==> config.mk <==
export PLATFORM = sky130hd
export DESIGN_NAME = byte_ring_buffer_with_spans_unit
export DESIGN_NICKNAME = d
export VERILOG_FILES = /design/src/rtl/core/brbs_pkg.sv /design/src/rtl/core/byte_ring_buffer_with_spans_unit.sv
export SDC_FILE = /design/constraint.sdc
export NUM_CORES = 2
export LEC_CHECK = 0
export BUFFER_PORTS_ARGS = -buffer_cell sky130_fd_sc_hd__buf_2
export CAP_MARGIN = 20
export CORE_MARGIN = 5
export CORE_UTILIZATION = 50
export DETAILED_ROUTE_END_ITERATION = 10
export PLACE_DENSITY = 0.63
export SYNTH_ARGS = -nofsm -noshare
export SYNTH_HDL_FRONTEND = slang
export SYNTH_SLANG_ARGS = --single-unit
export TNS_END_PERCENT = 30
==> constraint.sdc <==
create_clock -name i_clk -period 19 [get_ports i_clk]
set_input_delay 5.7 -clock i_clk [delete_from_list [all_inputs] [get_ports i_clk]]
set_output_delay 5.7 -clock i_clk [all_outputs]
set_load 0.03 [all_outputs]
==> src/rtl/core/brbs_pkg.sv <==
// Shared types and constants for the byte ring buffer with spans.
package brbs_pkg;

    // Operation codes carried in the operation field of an input word.
    typedef enum logic [2:0] {
        OP_WRITE      = 3'd0,
        OP_READ       = 3'd1,
        OP_WSPAN      = 3'd2,
        OP_WCOMMIT    = 3'd3,
        OP_RSPAN      = 3'd4,
        OP_RCOMMIT    = 3'd5,
        OP_CLEAR      = 3'd6
    } t_op;

    // Bytes per data word and the widths that follow from it.
    localparam int WORD_BYTES  = 8;
    localparam int LANE_W      = 3;   // byte lane index within a data word
    localparam int BYTE_CNT_W  = 4;   // holds 0 .. WORD_BYTES

    typedef struct packed {
        logic [2:0]  operation;
        logic [7:0]  count;
        logic [63:0] write_data;
    } t_in_word;

    typedef struct packed {
        logic        ok;
        logic [63:0] read_data;
        logic [6:0]  span_offset;
        logic [7:0]  span_length;
        logic [7:0]  fill_level;
        logic        is_empty;
    } t_out_word;

endpackage

==> src/rtl/core/byte_ring_buffer_with_spans_unit.sv <==
// Byte ring buffer with free-running counters, byte-serial store access and span queries.
//
// Usage:
//   Input channel (i_in_valid / o_in_ready / i_in_word) carries one operation per word:
//   write, read, write span query, write commit, read span query, read commit, clear.
//   Output channel (o_out_valid / i_out_ready / o_out_word) returns one result word per
//   input word, in order.
//   The byte store is one byte-wide synchronous RAM with a registered read port.
//   Writes and reads walk the RAM one byte per cycle, so the cost of an item is set by
//   that single RAM port. An accepted write of n bytes (n > 0) steps through n write
//   states, then the done state; an accepted read of n bytes (n > 0) steps through n read
//   states, a drain state for the registered RAM output, then the done state. Queries,
//   commits, clear, zero-byte items and refusals go from accept straight to the done state.
//   With a free output register the result word turns valid as the engine leaves done.
//   The result is loaded into an output register; the engine takes the next input word
//   while that result waits. A stalled receiver holds the output register, and once the
//   next result is finished the engine waits for it to drain before taking more input.
//   Reset (synchronous, active low) zeroes both counters and drops any pending result;
//   RAM contents are left as they are and are undefined until written.
module byte_ring_buffer_with_spans_unit #(
    parameter int DEPTH     = 128,
    parameter int MAX_BYTES = 8
) (
    input  logic                  i_clk,
    input  logic                  i_rst_n,
    input  logic                  i_in_valid,
    output logic                  o_in_ready,
    input  brbs_pkg::t_in_word    i_in_word,
    output logic                  o_out_valid,
    input  logic                  i_out_ready,
    output brbs_pkg::t_out_word   o_out_word
);
    import brbs_pkg::*;

    localparam int AW = $clog2(DEPTH);          // store address width
    localparam int CW = AW + 1;                 // counters run modulo 2*DEPTH
    localparam int LW = (CW > 8) ? CW : 8;      // common width for length compares
    localparam int OW = (AW > 7) ? AW : 7;      // common width for offset output

    typedef enum logic [2:0] {
        S_IDLE,
        S_WRITE,
        S_READ,
        S_DRAIN,
        S_DONE
    } t_state;

    // Control state
    t_state               r_state, n_state;
    logic [CW-1:0]        r_wc, n_wc;
    logic [CW-1:0]        r_rc, n_rc;
    logic                 r_out_valid, n_out_valid;
    logic                 r_cap_pend, n_cap_pend;

    // Payload and sequencing registers
    logic [AW-1:0]        r_addr, n_addr;
    logic [BYTE_CNT_W-1:0] r_left, n_left;
    logic [LANE_W-1:0]    r_idx, n_idx;
    logic [LANE_W-1:0]    r_cap_slot, n_cap_slot;
    logic [63:0]          r_wdata, n_wdata;
    logic [63:0]          r_rdata;
    t_out_word            r_res, n_res;
    t_out_word            r_out_word, n_out_word;

    // Byte store
    logic [7:0]           r_mem [DEPTH];
    logic [7:0]           r_mem_q;
    logic                 mem_we;
    logic                 mem_re;

    // Decision for the word at the input
    logic                 in_acc;
    logic                 out_free;
    logic [AW-1:0]        wp, rp;
    logic [CW-1:0]        held_w, free_w;
    logic [LW-1:0]        cnt_ext;
    logic                 cnt_small;
    logic                 fits_free, fits_held;
    logic [CW-1:0]        wspan_len, rspan_len;
    logic [LW-1:0]        wspan_ext, rspan_ext;
    logic [OW-1:0]        wp_ext, rp_ext;
    logic                 d_ok;
    logic [6:0]           d_off;
    logic [7:0]           d_len;
    logic [CW-1:0]        d_wc, d_rc;
    logic [CW-1:0]        d_held;
    logic [LW-1:0]        d_held_ext;
    t_state               d_next;
    logic [AW-1:0]        d_addr;

    assign o_in_ready  = (r_state == S_IDLE);
    assign in_acc      = i_in_valid && o_in_ready;
    assign out_free    = !r_out_valid || i_out_ready;
    assign o_out_valid = r_out_valid;
    assign o_out_word  = r_out_word;

    // Positions in the store and the occupancy they imply
    assign wp        = r_wc[AW-1:0];
    assign rp        = r_rc[AW-1:0];
    assign held_w    = r_wc - r_rc;
    assign free_w    = CW'(DEPTH) - held_w;
    assign cnt_ext   = LW'(i_in_word.count);
    assign cnt_small = (i_in_word.count <= 8'(MAX_BYTES));
    assign fits_free = (cnt_ext <= LW'(free_w));
    assign fits_held = (cnt_ext <= LW'(held_w));

    // Write span stops one byte short of the store end when wp is at or past rp
    assign wspan_len = (wp >= rp) ? (CW'(DEPTH - 1) - CW'(wp)) : (CW'(rp) - CW'(wp));
    assign rspan_len = (wp > rp)  ? (CW'(wp) - CW'(rp))        : (CW'(DEPTH) - CW'(rp));
    assign wspan_ext = LW'(wspan_len);
    assign rspan_ext = LW'(rspan_len);
    assign wp_ext    = OW'(wp);
    assign rp_ext    = OW'(rp);

    always_comb begin
        d_ok   = 1'b0;
        d_off  = '0;
        d_len  = '0;
        d_wc   = r_wc;
        d_rc   = r_rc;
        d_next = S_DONE;
        d_addr = wp;
        case (i_in_word.operation)
            OP_WRITE: begin
                if (cnt_small && fits_free) begin
                    d_ok = 1'b1;
                    d_wc = r_wc + CW'(i_in_word.count);
                    if (i_in_word.count != 8'd0) begin
                        d_next = S_WRITE;
                    end
                end
            end
            OP_READ: begin
                d_addr = rp;
                if (cnt_small && fits_held) begin
                    d_ok = 1'b1;
                    d_rc = r_rc + CW'(i_in_word.count);
                    if (i_in_word.count != 8'd0) begin
                        d_next = S_READ;
                    end
                end
            end
            OP_WSPAN: begin
                if (free_w != '0) begin
                    d_ok  = 1'b1;
                    d_off = wp_ext[6:0];
                    d_len = wspan_ext[7:0];
                end
            end
            OP_WCOMMIT: begin
                if (fits_free) begin
                    d_ok = 1'b1;
                    d_wc = r_wc + CW'(i_in_word.count);
                end
            end
            OP_RSPAN: begin
                if (held_w != '0) begin
                    d_ok  = 1'b1;
                    d_off = rp_ext[6:0];
                    d_len = rspan_ext[7:0];
                end
            end
            OP_RCOMMIT: begin
                if (fits_held) begin
                    d_ok = 1'b1;
                    d_rc = r_rc + CW'(i_in_word.count);
                end
            end
            OP_CLEAR: begin
                d_ok = 1'b1;
                d_wc = '0;
                d_rc = '0;
            end
            default: begin
                // unused code: refuse, change nothing
            end
        endcase
    end

    assign d_held     = d_wc - d_rc;
    assign d_held_ext = LW'(d_held);

    // Sequencer: commit counters at accept, then walk the store one byte per cycle
    always_comb begin
        n_state     = r_state;
        n_wc        = r_wc;
        n_rc        = r_rc;
        n_addr      = r_addr;
        n_left      = r_left;
        n_idx       = r_idx;
        n_wdata     = r_wdata;
        n_res       = r_res;
        n_out_word  = r_out_word;
        n_out_valid = r_out_valid && !i_out_ready;
        n_cap_pend  = 1'b0;
        n_cap_slot  = r_idx;
        mem_we      = 1'b0;
        mem_re      = 1'b0;
        case (r_state)
            S_IDLE: begin
                if (i_in_valid) begin
                    n_state = d_next;
                    n_wc    = d_wc;
                    n_rc    = d_rc;
                    n_addr  = d_addr;
                    n_left  = i_in_word.count[BYTE_CNT_W-1:0];
                    n_idx   = '0;
                    n_wdata = i_in_word.write_data;
                    n_res   = '{ok:          d_ok,
                                read_data:   64'd0,
                                span_offset: d_off,
                                span_length: d_len,
                                fill_level:  d_held_ext[7:0],
                                is_empty:    (d_wc == d_rc)};
                end
            end
            S_WRITE: begin
                mem_we  = 1'b1;
                n_addr  = r_addr + 1'b1;
                n_wdata = r_wdata >> 8;
                n_left  = r_left - 1'b1;
                if (r_left == BYTE_CNT_W'(1)) begin
                    n_state = S_DONE;
                end
            end
            S_READ: begin
                mem_re     = 1'b1;
                n_cap_pend = 1'b1;
                n_addr     = r_addr + 1'b1;
                n_idx      = r_idx + 1'b1;
                n_left     = r_left - 1'b1;
                if (r_left == BYTE_CNT_W'(1)) begin
                    n_state = S_DRAIN;
                end
            end
            S_DRAIN: begin
                // last byte lands in r_rdata at this edge
                n_state = S_DONE;
            end
            S_DONE: begin
                if (out_free) begin
                    n_out_valid          = 1'b1;
                    n_out_word           = r_res;
                    n_out_word.read_data = r_rdata;
                    n_state              = S_IDLE;
                end
            end
            default: begin
                n_state = S_IDLE;
            end
        endcase
    end

    always_ff @(posedge i_clk) begin
        if (!i_rst_n) begin
            r_state     <= S_IDLE;
            r_wc        <= '0;
            r_rc        <= '0;
            r_out_valid <= 1'b0;
            r_cap_pend  <= 1'b0;
        end else begin
            r_state     <= n_state;
            r_wc        <= n_wc;
            r_rc        <= n_rc;
            r_out_valid <= n_out_valid;
            r_cap_pend  <= n_cap_pend;
        end
        r_addr     <= n_addr;
        r_left     <= n_left;
        r_idx      <= n_idx;
        r_cap_slot <= n_cap_slot;
        r_wdata    <= n_wdata;
        r_res      <= n_res;
        r_out_word <= n_out_word;
        if (in_acc) begin
            r_rdata <= '0;
        end else if (r_cap_pend) begin
            r_rdata[{r_cap_slot, 3'b000} +: 8] <= r_mem_q;
        end
    end

    always_ff @(posedge i_clk) begin
        if (mem_we) begin
            r_mem[r_addr] <= r_wdata[7:0];
        end
        if (mem_re) begin
            r_mem_q <= r_mem[r_addr];
        end
    end

    // Occupancy never exceeds the store size
    a_held_bound: assert property (@(posedge i_clk) disable iff (!i_rst_n)
        LW'(held_w) <= LW'(DEPTH))
        else $error("occupancy above store size");

    // A byte capture is only pending while a read walks the store
    a_cap_in_read: assert property (@(posedge i_clk) disable iff (!i_rst_n)
        r_cap_pend |-> (r_state == S_READ || r_state == S_DRAIN))
        else $error("read capture outside read sequence");

    // Byte walks never run with nothing left to move
    a_walk_left: assert property (@(posedge i_clk) disable iff (!i_rst_n)
        (r_state == S_WRITE || r_state == S_READ) |-> (r_left != '0))
        else $error("byte walk with zero bytes left");

    // A finished result reaches the output register as soon as it is free
    a_result_out: assert property (@(posedge i_clk) disable iff (!i_rst_n)
        (r_state == S_DONE && out_free) |=> (o_out_valid && r_state == S_IDLE))
        else $error("finished result not delivered");

endmodule

; ---- After elaboration in Yosys (flattened, before gate mapping)
; Memory sizes are Yosys's and may differ from the RTL's. A register that Yosys moved wholly into a read port is not among the register bits.
; Cells that the tools add are included.
[op_classes]
add_sub_neg = 13
n_lt_le_gt_ge = 5
n_eq_ne = 16
shift = 2
n_mux = 47
n_reduce_logical = 22
[op_table]
columns = cell, count
row1 = 64-bit case mux with 2 select lines, 1
row2 = 64-bit bitwise mux, 1
row3 = 64-bit 2-to-1 mux, 1
row4 = 8-bit 2-to-1 mux, 8
row5 = 8-bit by 8-bit variable shift with 64-bit output (first input constant), 1
row6 = 8-bit by 8-bit indexed part select with 64-bit output, 1
row7 = 8-bit case mux with 3 select lines, 2
row8 = 7-bit 2-to-1 mux, 4
row9 = 7-bit case mux with 2 select lines, 2
row10 = 3-bit 2-to-1 mux, 9
row11 = 8-bit nonzero test, 3
row12 = 8-bit adder, 2
row13 = 8-bit less-or-equal comparator, 2
row14 = 8-bit case mux with 2 select lines, 1
row15 = 7-bit by 7-bit subtractor with 8-bit output, 2
row16 = 8-bit subtractor, 2
row17 = 3-bit case mux with 5 select lines, 1
row18 = 3-bit by 2-bit equality test with 1-bit output (second input constant), 4
row19 = 3-bit equality test (second input constant), 4
row20 = 1-bit 2-to-1 mux, 12
row21 = 3-bit case mux with 2 select lines, 2
row22 = 2-bit AND reduction, 5
row23 = 8-bit equality test, 1
row24 = 8-bit by 4-bit less-or-equal comparator with 1-bit output (second input constant), 1
row25 = other kinds (22), 33
[word_totals]
regBits = 280
ramBits = 1024
input_bits = 79
out_inout_bits = 91
elab_cells = 128
n_memories = 1
[mem_list]
columns = memory, words, word_bits, rd, rd_clocked_by_memory_dff, wr, line
row1 = r_mem, 128, 8, 1, 1, 1, byte_ring_buffer_with_spans_unit.sv:66  ; logic [7:0] r_mem [DEPTH];

; ---- Longest topological paths before layout
[logic_depth]
word_depth = 8
mapped_depth = 29
depth_no_buf = 27

; ---- Least setup slack after synthesis
; Ideal clock, no wire load.
[synth_timing]
path_type = input to register
start = input port i_out_ready
end = register r_out_word, in the netlist o_out_word[0], enable pin
setup_ps = 537
t_arrival_ps = 9486
t_required_ps = 18463
path_slack_ps = 8977
cell_stages = 2
path_buffers = 0
cell_sequence = nor2b_1 nor2_1
[synth_between]
elab_chain_len = 2
[synth_rtl]
columns = element, line
row1 = from (decl), byte_ring_buffer_with_spans_unit.sv:30  ; input logic i_out_ready,
row2 = 1-bit logical OR, byte_ring_buffer_with_spans_unit.sv:93  ; assign out_free = !r_out_valid || i_out_ready;
row3 = 2-bit AND reduction (no source line), n/a
row4 = to (signal assigned), byte_ring_buffer_with_spans_unit.sv:274  ; r_out_word <= n_out_word;
row5 = to (decl), byte_ring_buffer_with_spans_unit.sv:63  ; t_out_word r_out_word, n_out_word;
; Every way passes these cells.
; A chain may end at the register's enable or synchronous reset.

; ---- Worst setup path in the final report
[layout_timing]
start = input port i_in_word[65] (netlist name)
end = register r_res[7] (netlist name), data pin
[layout_between]
elab_chain_len = 5
elab_cells_between_ends = 14
classes_between = 3 x add/sub / 3 x order compare / 6 x mux / 2 x reduce/logical
[layout_rtl]
columns = element, line
row1 = from (decl), byte_ring_buffer_with_spans_unit.sv:28  ; input brbs_pkg::t_in_word i_in_word,
row2 = 8-bit by 4-bit less-or-equal comparator with 1-bit output or 8-bit less-or-equal comparator (tied branches), "byte_ring_buffer_with_spans_unit.sv:103, byte_ring_buffer_with_spans_unit.sv:105"
row3 = 1-bit logical AND, byte_ring_buffer_with_spans_unit.sv:135  ; if (cnt_small && fits_held) begin
row4 = 8-bit 2-to-1 mux, byte_ring_buffer_with_spans_unit.sv:135
row5 = 8-bit case mux with 3 select lines *, byte_ring_buffer_with_spans_unit.sv:123  ; case (i_in_word.operation)
row6 = via d_rc[0], byte_ring_buffer_with_spans_unit.sv:85  ; logic [CW-1:0] d_wc, d_rc;
row7 = 8-bit subtractor *, byte_ring_buffer_with_spans_unit.sv:180  ; assign d_held = d_wc - d_rc;
row8 = via d_held[6], byte_ring_buffer_with_spans_unit.sv:86  ; logic [CW-1:0] d_held;
row9 = to (signal assigned), byte_ring_buffer_with_spans_unit.sv:273  ; r_res <= n_res;
row10 = to (decl), byte_ring_buffer_with_spans_unit.sv:62  ; t_out_word r_res, n_res;
; Mark *: on every way through the listed nets, which the timed path passes. The rest lies on a longest branch.

==> results by group <==
Clocking
  – Clock Latency Late Sink: 750 ps
  – Post-CTS setup repair buffer count: 0
  – CTS HTree Levels: 4
  – CTS clock-pin slew for the worst setup and hold paths: 60 ps
  – Clock root cell: clkbuf_16
  – TritonCTS Buffers: 135
  – Hold-fix buffers, CTS: 0
  – Clock tree from TritonCTS: yes
  – Clock Tree Buf Depth: 3
  – Resized cells post-CTS: 0
  – Clock Sinks: ~1300

Setup path
  – Req. time, crit path: 19480 ps
  – Crit-path cells: buf_2 > ha_1 > nor2b_1 > o211ai_1 > a21oi_1 > or4_1 > o21ai_0 > ha_1 > inv_1 > fa_1 > a21o_1 > a21oi_1 > o21bai_1 > a21oi_1 > xnor2_1
  – Reg2reg path depth: 22
  – CP dominant cell by count: a21oi_1
  – Critical path class: primary input to register
  – Crit path max-delay cell type: or4_1
  – CP endpoint kind: register
  – Critical Path Start Type: primary input
  – Critical R2R Capture: r_res[7]$_DFFE_PP_
  – Data arrival, critical path: 9500 ps
  – Crit-path max FO: 23
  – R2R Setup Slk: 12180 ps
  – R2R Path Start: r_rc[1]$_SDFFE_PN0P_
  – Largest stage delay on the critical path: 890 ps

Global route
  – Global-route wire length before repair: 212 mm
  – Largest net degree at the start of global routing: 106
  – Overall Global Routing Usage: 25.5%
  – GRT overflow: 0
  – Vias in the first global route: 31100
  – Antenna violations before repair: 6

Flow run
  – Maxcap violations: 0

Synthesis
  – Synth Cell Area: 52900 um^2
  – Synth unique cells: 73
  – Commonest cells in the netlist: edfxtp_1, nor2_1, a21oi_1, mux2_2, a221oi_1
  – Syn nets: 3457
  – Synth area leaders: edfxtp_1, mux4_2, dfxtp_1
  – Largest area contributor in the netlist: edfxtp_1
  – Post-synth EDFFs: 1224
  – Ys Warns: 0
  – Mean Syn Cell Area: ~16 um^2
  – Mapped Cells: 3311
  – Most used DFF post-synth: edfxtp_1
  – Count leader, synth: edfxtp_1
  – Post-synth top area share: 69.5%
  – Ys async rst share: 0%
  – Post-synthesis sequential area ratio: ~73%
  – Seq cells post-synth: 1312

Routing
  – Starting DRC count in detailed routing: 4070
  – Drt first pass iters: 6
  – Total Wirelength: 146 mm
  – Final ANT Viol Nets: 0
  – Vias per cell: 6.29
  – Drt drc: 0
  – Drt wl/cell: 29.2 um
  – Total number of vias: around 31000

STA
  – Final Max Tran Viols: 0
  – Fmax: 0.111 GHz
  – Final period utilization: roughly 47%
  – Sum Neg Setup Slack: 0 ps
  – Final setup skew: 23.8 ps
  – Final hold vios: 0
  – Transition time of the tightest slew-check pin: 1280 ps
  – Clock period minus worst slack: 9010 ps
  – Slew HR: 14.0%
  – Final setup viols: 0
  – RSZ-0062 raised after global routing: no

Hold path
  – Hold/Removal Path Class: register to register
  – Hold path start: n_cap_slot[1]$_SDFFCE_PN0P_
  – Hold EP: r_cap_slot[1]$_DFF_P_
  – Hold Path Depth: 0

Floorplan
  – Core Rows: 119
  – Die Wd: 335 um
  – Core area: 105000 um^2
  – Die footprint: approximately 110000 um^2
  – # IOs: 170
  – Initial Util: 50.3%
  – Die Ht: around 340 um

Final layout
  – Non-filler cells in the finished layout: approximately 5000
  – Area grow syn2layout: 12.7%
  – Fill count: 8072
  – Final #Nets: 3640
  – Layout cell share with drive strength beyond 1: 19.7%
  – Antenna Cells: 0

Placement
  – # port buffers: 169
  – Routability cong.: 0.902
  – DPL Wire Length: 89.2 mm
  – Placed Cells: between 4000 and 5000

Power and ir drop
  – Static leakage: 19.7 nW
  – Worst VDD drop: 99.1 uV
  – Pwr/cell area: approximately 110 nW/um^2

Run status
  – Run status: finished clean
[where the power goes]
| part | internal [W] | total, W | switching (W) |
|---|---|---|---|
| Combinational | 0.000246 | 0.000735 | 0.000489 |
| Clock | 0.00146 | 0.00256 | 0.00110 |
| Sequential | 0.00322 | 0.00324 | 0.0000183 |
| Total | 0.00492 | 0.00654 | 0.00161 |
[worst max-delay path by stage]
stage               cells past startpoint           from                       to  slack (ps)
detailed placement                     15  i_in_word[65]       r_res[7]$_DFFE_PP_        9280
finish                                 15  i_in_word[65]       r_res[7]$_DFFE_PP_        9990
global placement                       16  i_in_word[65]       r_res[8]$_DFFE_PP_        9290
CTS                                    15  i_in_word[65]       r_res[7]$_DFFE_PP_       10080
floorplan                               2    i_out_ready  o_out_word[0]$_DFFE_PP_        8980
global route                           17  i_in_word[65]       r_res[8]$_DFFE_PP_        9800
[critical path: cells and delay by family]
kind                     cells  cell delay [ps]
buffers and inverters        2              310
AO/OA/AOI/OAI                7             1420
AND/OR/NAND/NOR              2             1020
adder cells (fa/ha/maj)      3              950
XOR/XNOR                     1               80
[logic make-up (layout without fill, tap and decap cells)]
family / Yosys count / in the layout / synth area share [%]
DFF: 1312 / 1312 / 72.8
and+or+nand+nor: 662 / 662 / 5.41
AOI/OAI and AO/OA: 613 / 613 / 8.03
muxes: 360 / 360 / 9.37
buffers and inverters: 247 / 534 / 1.91
adders and majority gates: 67 / 67 / 1.66
xor gates and xnor gates: 50 / 50 / 0.828
[cell type report]
class                   count  area (um^2)  share of cell area, %
flip-flops and latches   1312        38500                   64.6
multi-input cells        1752        13500                   22.6
clock buffers             170         3590                   6.03
well taps                1391         1740                   2.92
repair buffers            246         1460                   2.45
clock inverters            71          676                   1.13
inverters                  47          176                  0.296
[placed cells by master (no fill, tap or decap), types with 37 or more instances in the layout]
master        n
nor2_1      382
edfxtp_1   1224
a21oi_1     180
dfxtp_1      88
nand2_1     102
ha_1         62
nor3_1       37
mux2_2      154
buf_2       170
mux4_2       93
o21ai_0      47
o22ai_1      59
inv_1        42
mux2i_1     113
clkbuf_16   138
buf_4        72
a221oi_1    153
[stage by stage]
stage	area (um^2)	utilization, %	setup WS [ps]	power (W)	hold WS (ps)
finish	59600	56.6	9990	0.00654	378
floorplan	52900	-	8980	0.00377	352
detailed placement	55300	52.6	9280	0.00402	367
global placement	55300	52.6	9290	0.00401	364
global route	59600	56.6	9800	0.00674	391
CTS	59600	56.6	10080	0.00656	369
[state kept, by name, indices dropped and copies added, names as in the netlist]
signal	flops
r_wdata	64
o_out_valid	1
r_cap_pend	1
r_mem	1024
r_rdata	64
r_addr	7
r_state	3
r_left	4
o_out_word	89
r_cap_slot	3
n_cap_slot	3
r_res	25
r_rc	8
r_mem_q	8
r_wc	8
[per-layer routing]
layer  vias up  share of wire (%)  track usage, %  wire length [um]
met4         6                3.6            8.98              5240
met5         -              0.023               0                33
met1     15900                 40            35.8             57900
met3       338                 11            6.23             15500
li1      13400                  -               -                 -
met2      1763                 46            39.6             66900
Power figures use the tool's default switching activity.
